File: config.mk
export PLATFORM = sky130hd
export DESIGN_NAME = erttr_div
export DESIGN_NICKNAME = d
export VERILOG_FILES = /design/src/sv/erttr_pkg.sv /design/src/sv/erttr_div.sv
export SDC_FILE = /design/constraint.sdc
export NUM_CORES = 1
export LEC_CHECK = 0
export ABC_CLOCK_PERIOD_IN_PS = 5000
export BUFFER_PORTS_ARGS = -buffer_cell sky130_fd_sc_hd__buf_2
export CORE_MARGIN = 3
export CORE_UTILIZATION = 45
export DETAILED_ROUTE_END_ITERATION = 12
export PLACE_DENSITY = 0.78
export REMOVE_ABC_BUFFERS = 1
export SYNTH_ARGS = -nofsm -noshare
export SYNTH_HDL_FRONTEND = slang
export SYNTH_SLANG_ARGS = --single-unit
File: constraint.sdc
create_clock -name i_clk -period 5 [get_ports i_clk]
set_input_delay 0.5 -clock i_clk [delete_from_list [all_inputs] [get_ports i_clk]]
set_output_delay 0.5 -clock i_clk [all_outputs]
set_load 0.01 [all_outputs]
File: src/sv/erttr_pkg.sv
`default_nettype none
package erttr_pkg;

    localparam int TABLE_DEPTH = 128;
    localparam int TIME_WIDTH  = 48;
    localparam int IDX_W       = $clog2(TABLE_DEPTH);

    localparam int SLOT_W      = 7;
    localparam int RTT_W       = 39;
    localparam int NOW_W       = 48;
    localparam int LEN_W       = 16;

    localparam int US_PER_MS   = 1000;
    localparam int REM_W       = $clog2(US_PER_MS);
    localparam int DIV_BITS    = 4;
    localparam int MIN_PAYLOAD = 8;

    localparam logic       OP_SEND         = 1'b0;
    localparam logic       OP_REPLY        = 1'b1;
    localparam logic [7:0] ICMP_ECHO_REPLY = 8'd0;

    localparam logic [2:0] ST_TRACKED   = 3'd0;
    localparam logic [2:0] ST_UNTRACKED = 3'd1;
    localparam logic [2:0] ST_MATCHED   = 3'd2;
    localparam logic [2:0] ST_SHORT     = 3'd3;
    localparam logic [2:0] ST_IGNORED   = 3'd4;
    localparam logic [2:0] ST_UNKNOWN   = 3'd5;

    typedef struct packed {
        logic             operation;
        logic [NOW_W-1:0] now_us;
        logic [15:0]      reply_seq;
        logic [7:0]       reply_type;
        logic [15:0]      reply_id;
        logic [LEN_W-1:0] packet_length;
        logic [3:0]       header_words;
    } t_request;

    typedef struct packed {
        logic [2:0]        status;
        logic [15:0]       seq_out;
        logic [SLOT_W-1:0] slot_out;
        logic [RTT_W-1:0]  rtt_ms;
        logic [15:0]       sent_total;
        logic [15:0]       received_total;
    } t_result;

    typedef struct packed {
        logic [15:0]           seq;
        logic [TIME_WIDTH-1:0] stamp;
    } t_slot_entry;

endpackage
`default_nettype wire

File: src/sv/erttr_div.sv
`default_nettype none
module erttr_div (
    input  wire                                i_clk,
    input  wire                                i_rst_n,
    input  wire                                i_start,
    input  wire [erttr_pkg::TIME_WIDTH-1:0]    i_dividend,
    output logic                               o_busy,
    output logic                               o_done,
    output logic [erttr_pkg::TIME_WIDTH-1:0]   o_quotient
);
    import erttr_pkg::*;

    localparam int STEPS = (TIME_WIDTH + DIV_BITS - 1) / DIV_BITS;
    localparam int PAD_W = STEPS * DIV_BITS;
    localparam int CNT_W = $clog2(STEPS + 1);

    logic [PAD_W-1:0]    r_dvd;
    logic [PAD_W-1:0]    r_quo;
    logic [REM_W-1:0]    r_rem;
    logic [CNT_W-1:0]    r_cnt;
    logic                r_busy;
    logic                r_done;
    logic [REM_W-1:0]    n_rem;
    logic [DIV_BITS-1:0] n_qbits;

    // Restoring long division, DIV_BITS quotient bits per cycle.
    always_comb begin
        logic [REM_W:0] trial;
        n_rem   = r_rem;
        n_qbits = '0;
        for (int k = 0; k < DIV_BITS; k++) begin
            trial = {n_rem, r_dvd[PAD_W-1-k]};
            if (trial >= (REM_W+1)'(US_PER_MS)) begin
                n_rem                  = REM_W'(trial - (REM_W+1)'(US_PER_MS));
                n_qbits[DIV_BITS-1-k]  = 1'b1;
            end else begin
                n_rem = REM_W'(trial);
            end
        end
    end

    always_ff @(posedge i_clk) begin
        if (i_start) begin
            r_dvd <= PAD_W'(i_dividend);
            r_quo <= '0;
            r_rem <= '0;
            r_cnt <= '0;
        end else if (r_busy) begin
            r_dvd <= r_dvd << DIV_BITS;
            r_quo <= {r_quo[PAD_W-DIV_BITS-1:0], n_qbits};
            r_rem <= n_rem;
            r_cnt <= r_cnt + CNT_W'(1);
        end
    end

    always_ff @(posedge i_clk) begin
        if (!i_rst_n) begin
            r_busy <= 1'b0;
            r_done <= 1'b0;
        end else begin
            r_done <= r_busy && (r_cnt == CNT_W'(STEPS - 1));
            if (i_start) begin
                r_busy <= 1'b1;
            end else if (r_busy && (r_cnt == CNT_W'(STEPS - 1))) begin
                r_busy <= 1'b0;
            end
        end
    end

    assign o_busy     = r_busy;
    assign o_done     = r_done;
    assign o_quotient = r_quo[TIME_WIDTH-1:0];

endmodule
`default_nettype wire

* Yosys cells after proc, flatten, opt, wreduce, memory -nomap -nowiden
Index checks and enable logic that the tools add are counted.
W data, S select, Z words.
** Word-level totals
- Register bits :: 112
- Latch bits :: 0
- Memory bits (writable) :: 0
- Bits in read-only memories :: 0
- Input bits :: 51
- Output and inout port bits :: 50
- Word-level logic and storage cells :: 31
- Memories kept :: 0
** Operators by class
- Add/sub/neg operators :: 5
- Multiply operators :: 0
- Div/mod/pow operators :: 0
- Order comparisons :: 4
- Eq/ne operators :: 1
- Shifts and indexed selects :: 0
- Mux-type cells :: 12
- Bitwise operators :: 0
- Reductions and logical operators :: 3
** Operators with widths (count)
- $mux W48 :: 2
- $ge A11 B10 Y1 const B :: 4
- $mux W10 :: 4
- $sub A10 B10 Y10 const B :: 4
- $mux W1 :: 6
- $add A4 B1 Y4 const B :: 1
- $eq A4 B4 Y1 const B :: 1
- $reduce_bool A2 Y1 :: 2
- $logic_and A1 B1 Y1 :: 1

* Depth between registers and ports, before layout
- Depth in word-level cells :: 8
- Gate-level depth with buffers :: 16
- Depth with buffers taken out :: 13

* Worst setup path before layout
OpenSTA, ideal clock, no wires.
- Path type :: flip-flop to flip-flop
- From :: reg r_rem[3]
- To :: reg r_rem[6]
- Library setup time :: 91 ps
- Arrival :: 3495 ps
- Data required time :: 4909 ps
- Setup slack :: 1414 ps
- Stages on the path, launching flop included :: 16
- Path buffers :: 2
- Clock period less this slack :: 3586 ps
- Path through :: dfxtp_1 -> inv_1 -> ha_1 -> and3b_1 -> a311oi_2 -> or3_4 -> a211oi_4 -> nand4_2 -> and3_1 -> buf_6 -> nor4_4 -> o31ai_1 -> and2_4 -> buf_6 -> or3_1 -> a311oi_1
** On the way
- Word-level cells in the longest chain between the ends :: 8
- Elaborated cells between the ends (all ways) :: 12
- Classes of those cells :: add/sub (4); order compare (4); mux (4)
** RTL lines
- from (decl) :: line erttr_div.sv:19 : logic [REM_W-1:0] r_rem;
- from (signal assigned) :: line erttr_div.sv:51 : r_rem <= n_rem;
- $sub A10 B10 Y10 / $ge A11 B10 Y1 (equally long branches) :: line erttr_div.sv:34, erttr_div.sv:33
- $mux W10 (*) :: line erttr_div.sv:33 : if (trial >= (REM_W+1)'(US_PER_MS)) begin
- $sub A10 B10 Y10 / $ge A11 B10 Y1 (equally long branches) :: line erttr_div.sv:34, erttr_div.sv:33
- $mux W10 (*) :: line erttr_div.sv:33
- $sub A10 B10 Y10 / $ge A11 B10 Y1 (equally long branches) :: line erttr_div.sv:34, erttr_div.sv:33
- $mux W10 (*) :: line erttr_div.sv:33
- $ge A11 B10 Y1 / $sub A10 B10 Y10 (equally long branches) :: line erttr_div.sv:33, erttr_div.sv:34
- $mux W10 (*) :: line erttr_div.sv:33
Mark *: on every way between the ends. The rest lies on a longest branch, timed or not.
A chain may end at the register's enable or synchronous reset.

* Final worst setup path
- From :: reg r_rem[2]
- To :: reg r_rem[6]
** On the way
- Word-level cells in the longest chain between the ends :: 8
- Elaborated cells between the ends (all ways) :: 12
- Classes of those cells :: add/sub (4); order compare (4); mux (4)
** RTL lines (line)
- $sub A10 B10 Y10 / $ge A11 B10 Y1 (equally long branches) :: erttr_div.sv:34, erttr_div.sv:33
- $mux W10 (*) :: erttr_div.sv:33
- $sub A10 B10 Y10 / $ge A11 B10 Y1 (equally long branches) :: erttr_div.sv:34, erttr_div.sv:33
- $mux W10 (*) :: erttr_div.sv:33
- $sub A10 B10 Y10 / $ge A11 B10 Y1 (equally long branches) :: erttr_div.sv:34, erttr_div.sv:33
- $mux W10 (*) :: erttr_div.sv:33
- $sub A10 B10 Y10 / $ge A11 B10 Y1 (equally long branches) :: erttr_div.sv:34, erttr_div.sv:33
- $mux W10 (*) :: erttr_div.sv:33
Marked as above.

==> results_dict.tcl <==
set metrics [dict create \
    path_class "reg2reg" \
    hold_ws_ns 0.393 \
    holdBufCountCts 0 \
    cpMaxStageDelayCell "nor2_1" \
    area.growth.synth_to_final_pct 16.1 \
    hold_violations 0 \
    cts_num_sinks 112 \
    final_max_slew_viol_count 0 \
    relSlewSlack_pct 31.7 \
    cts.reportedPaths.clkPinSlew_ns 0.07 \
    end_kind "flip-flop" \
    finalInstanceArea_um2 6140 \
    hold_end "o_done" \
    drive_gt1_share_pct 32.1 \
    cp-start-kind "flip-flop" \
    grt_pass1_wl_mm 18.7 \
    synth_flop_cell "dfxtp_1" \
    dpl.hpwl_mm 8.01 \
    reg2regPathDepth 13 \
    grt_start_max_net_pins 60 \
    synth-edff-count 48 \
    antenna_found_initial 1 \
    critical_path.top_delay_family "simple AND/OR/NAND/NOR gates" \
    hp-class "in2reg" \
    multi_input_area_um2 2400 \
    clock_path_buffers 2 \
    start_util_pct 47.4 \
    wirelength_mm 11.4 \
    numCtsBuffers 9 \
    pin_count 101 \
    critPathBufInv 1 \
    cp.arrival_ns 4.45 \
    yosys_register_bits 112 \
    grt.total_usage_pct 17.9 \
    path_cells "inv_1, ha_1, and3b_1, a31oi_1, o311a_1, nor2_1, a21oi_1, a21oi_2, nor4b_2, o31ai_1, and2_4, or3_1, a311oi_1" \
    htreeDepth 3 \
    vias_per_cell 5.53 \
    timing.final.crit_period_ns 4.19 \
    final_cells 698 \
    post_cts_buffers 0 \
    reg2reg_from "r_rem[2]" \
    syn_inst 472 \
    status "finished clean" \
    finalClockSkew_ns 0.00500 \
    cts_tree "done" \
    crit_required_ns 5.26 \
    syn_area_um2 5290 \
    fin_crit_sh_pct 83.7 \
    dp.cells 682 \
    first_global_vias 3840 \
    setup_ws_ns 0.815 \
    overflow 0 \
    rows 38 \
    crit_path_start "r_rem[2]" \
    dr.pass1.iters 4 \
    regToRegEndpoint "r_rem[6]" \
    drt-initial-drc-count 228 \
    worst_pin_slew_ns 1.02 \
    leakagePower_nw 2.49 \
    num-nets-final 606 \
    finalSetupViolCount 0 \
    cts_resized 0 \
    postSynthAreaPerCell_um2 11.2 \
    tns_ns 0 \
    max_freq_mhz 239 \
    rsz0062_at_grt "false" \
    gp_congestion 0.885 \
    die_h_um 114 \
    insertion_delay_ns 0.35 \
    ys_types 68 \
    antenna_cells 0 \
    p_per_area_nw_per_um2 323 \
    final-seq-area_um2 2730 \
    wl_per_cell_um 16.3 \
    root_buffer "clkbuf_16" \
    p_total_mw 1.98 \
    cp_slowest_stage_delay_ns 0.51 \
    io_buffers 100 \
    fin_util_pct 55.0 \
    pre_cts_slack_ns 0.826 \
    fill_cells 931 \
    design.core.area_um2 11200 \
    vias 3862 \
    hold_depth 3 \
    path_max_fanout 11 \
    max_cap_violations 0 \
    peakVddDrop_uv 255 \
    ys_seq_area_share_pct 51.4 \
    drc_errors 0 \
    ys_async_sr_fraction_pct 0 \
    dieWidth_um 114 \
    ff2ff_setup_slack_ns 0.81 \
    die_area_um2 13100 \
    postPlaceCellArea_um2 5850 \
    synth_warnings 0 \
    ant_nets 0 \
    holdCritStartpoint "i_rst_n" \
]
-- layout by cell type (no fill, tap or decap), types with 3 or more instances in the layout --
master,instances
mux2_2,44
nand4_1,4
a311oi_1,3
nand2_1,13
nor3_1,6
or3_1,4
nand3b_1,3
clkbuf_16,9
o21ai_0,15
buf_2,99
edfxtp_1,48
nor2b_1,3
buf_4,4
dfxtp_1,63
a211oi_1,6
or4_1,3
mux2i_1,48
and3_1,3
nand2b_1,3
xnor2_1,5
a31oi_1,3
nand3_1,5
xor2_1,4
a21o_1,4
nor2_1,66
inv_1,6
a21oi_1,15
and2_1,9
o31ai_1,4
-- worst min-delay path: stages --
cell and delay (ns):
buf_2 0.10, nand2_1 0.06, nor2_1 0.04
-- where the power goes --
part           leakage (nW)  switching [mW]  internal (mW)
sequential             1.00          0.0366           1.02
combinational          1.33           0.119          0.103
clock                 0.152           0.329          0.380
total                  2.49           0.485           1.50
-- how the worst max path moves through the flow --
stage / end / slack [ns] / cells past startpoint
after floorplan: r_dvd[0] / 1.07 / 2
after global placement: r_rem[6] / 1.05 / 13
after detailed placement: r_rem[6] / 0.83 / 13
after CTS: r_rem[6] / 0.82 / 13
after global routing: r_rem[6] / 0.39 / 13
final: r_rem[6] / 0.81 / 13
-- layout make-up --
cell class | instances | area share [%]
well taps | 140 | 2.85
flip-flops and latches | 112 | 44.4
multi-input cells | 320 | 39.0
clock buffers | 10 | 3.89
inverters | 7 | 0.428
repair buffers | 103 | 8.55
clock inverters | 6 | 0.896
-- sequential cells by signal, indices dropped and copies added (netlist names) --
signal,cells
o_quotient,48
o_busy,1
r_dvd,48
r_rem,10
r_cnt,4
o_done,1
-- synth_stat cells, types with 5 or more instances --
cell / count / area, um2
buf_1: 5 / 18.8
mux2_2: 44 / 495
nor2_1: 66 / 248
a211oi_1: 6 / 45.0
edfxtp_1: 48 / 1440
clkbuf_1: 21 / 78.8
mux2i_1: 48 / 480
o21ai_0: 15 / 75.1
nand2_1: 13 / 48.8
inv_1: 7 / 26.3
dfxtp_1: 64 / 1280
nand3_1: 5 / 25.0
and2_1: 9 / 56.3
nor3_1: 6 / 30.0
xnor2_1: 5 / 43.8
a21oi_1: 15 / 75.1
-- cell families after synthesis --
logic type               Yosys count  share of synthesized area, %
buffers and inverters             40                          3.29
AND/OR/NAND/NOR                  134                          13.2
flip-flops                       112                          51.4
multiplexers                      92                          18.4
XOR/XNOR                           9                          1.49
adder cells (fa/ha/maj)            4                         0.851
AO/OA/AOI/OAI                     81                          11.3
-- routing by layer --
metal / vias up / part of all wire (%) / wire (um) / global-route usage [%]
met5: - / 0.062 / 7 / 0
met4: 2 / 2.6 / 300 / 7.68
met3: 29 / 8.4 / 951 / 6.61
met2: 139 / 46 / 5270 / 27.8
met1: 1779 / 43 / 4860 / 22.5
li1: 1913 / - / - / -
No activity file was read; power rests on OpenSTA's default activity.
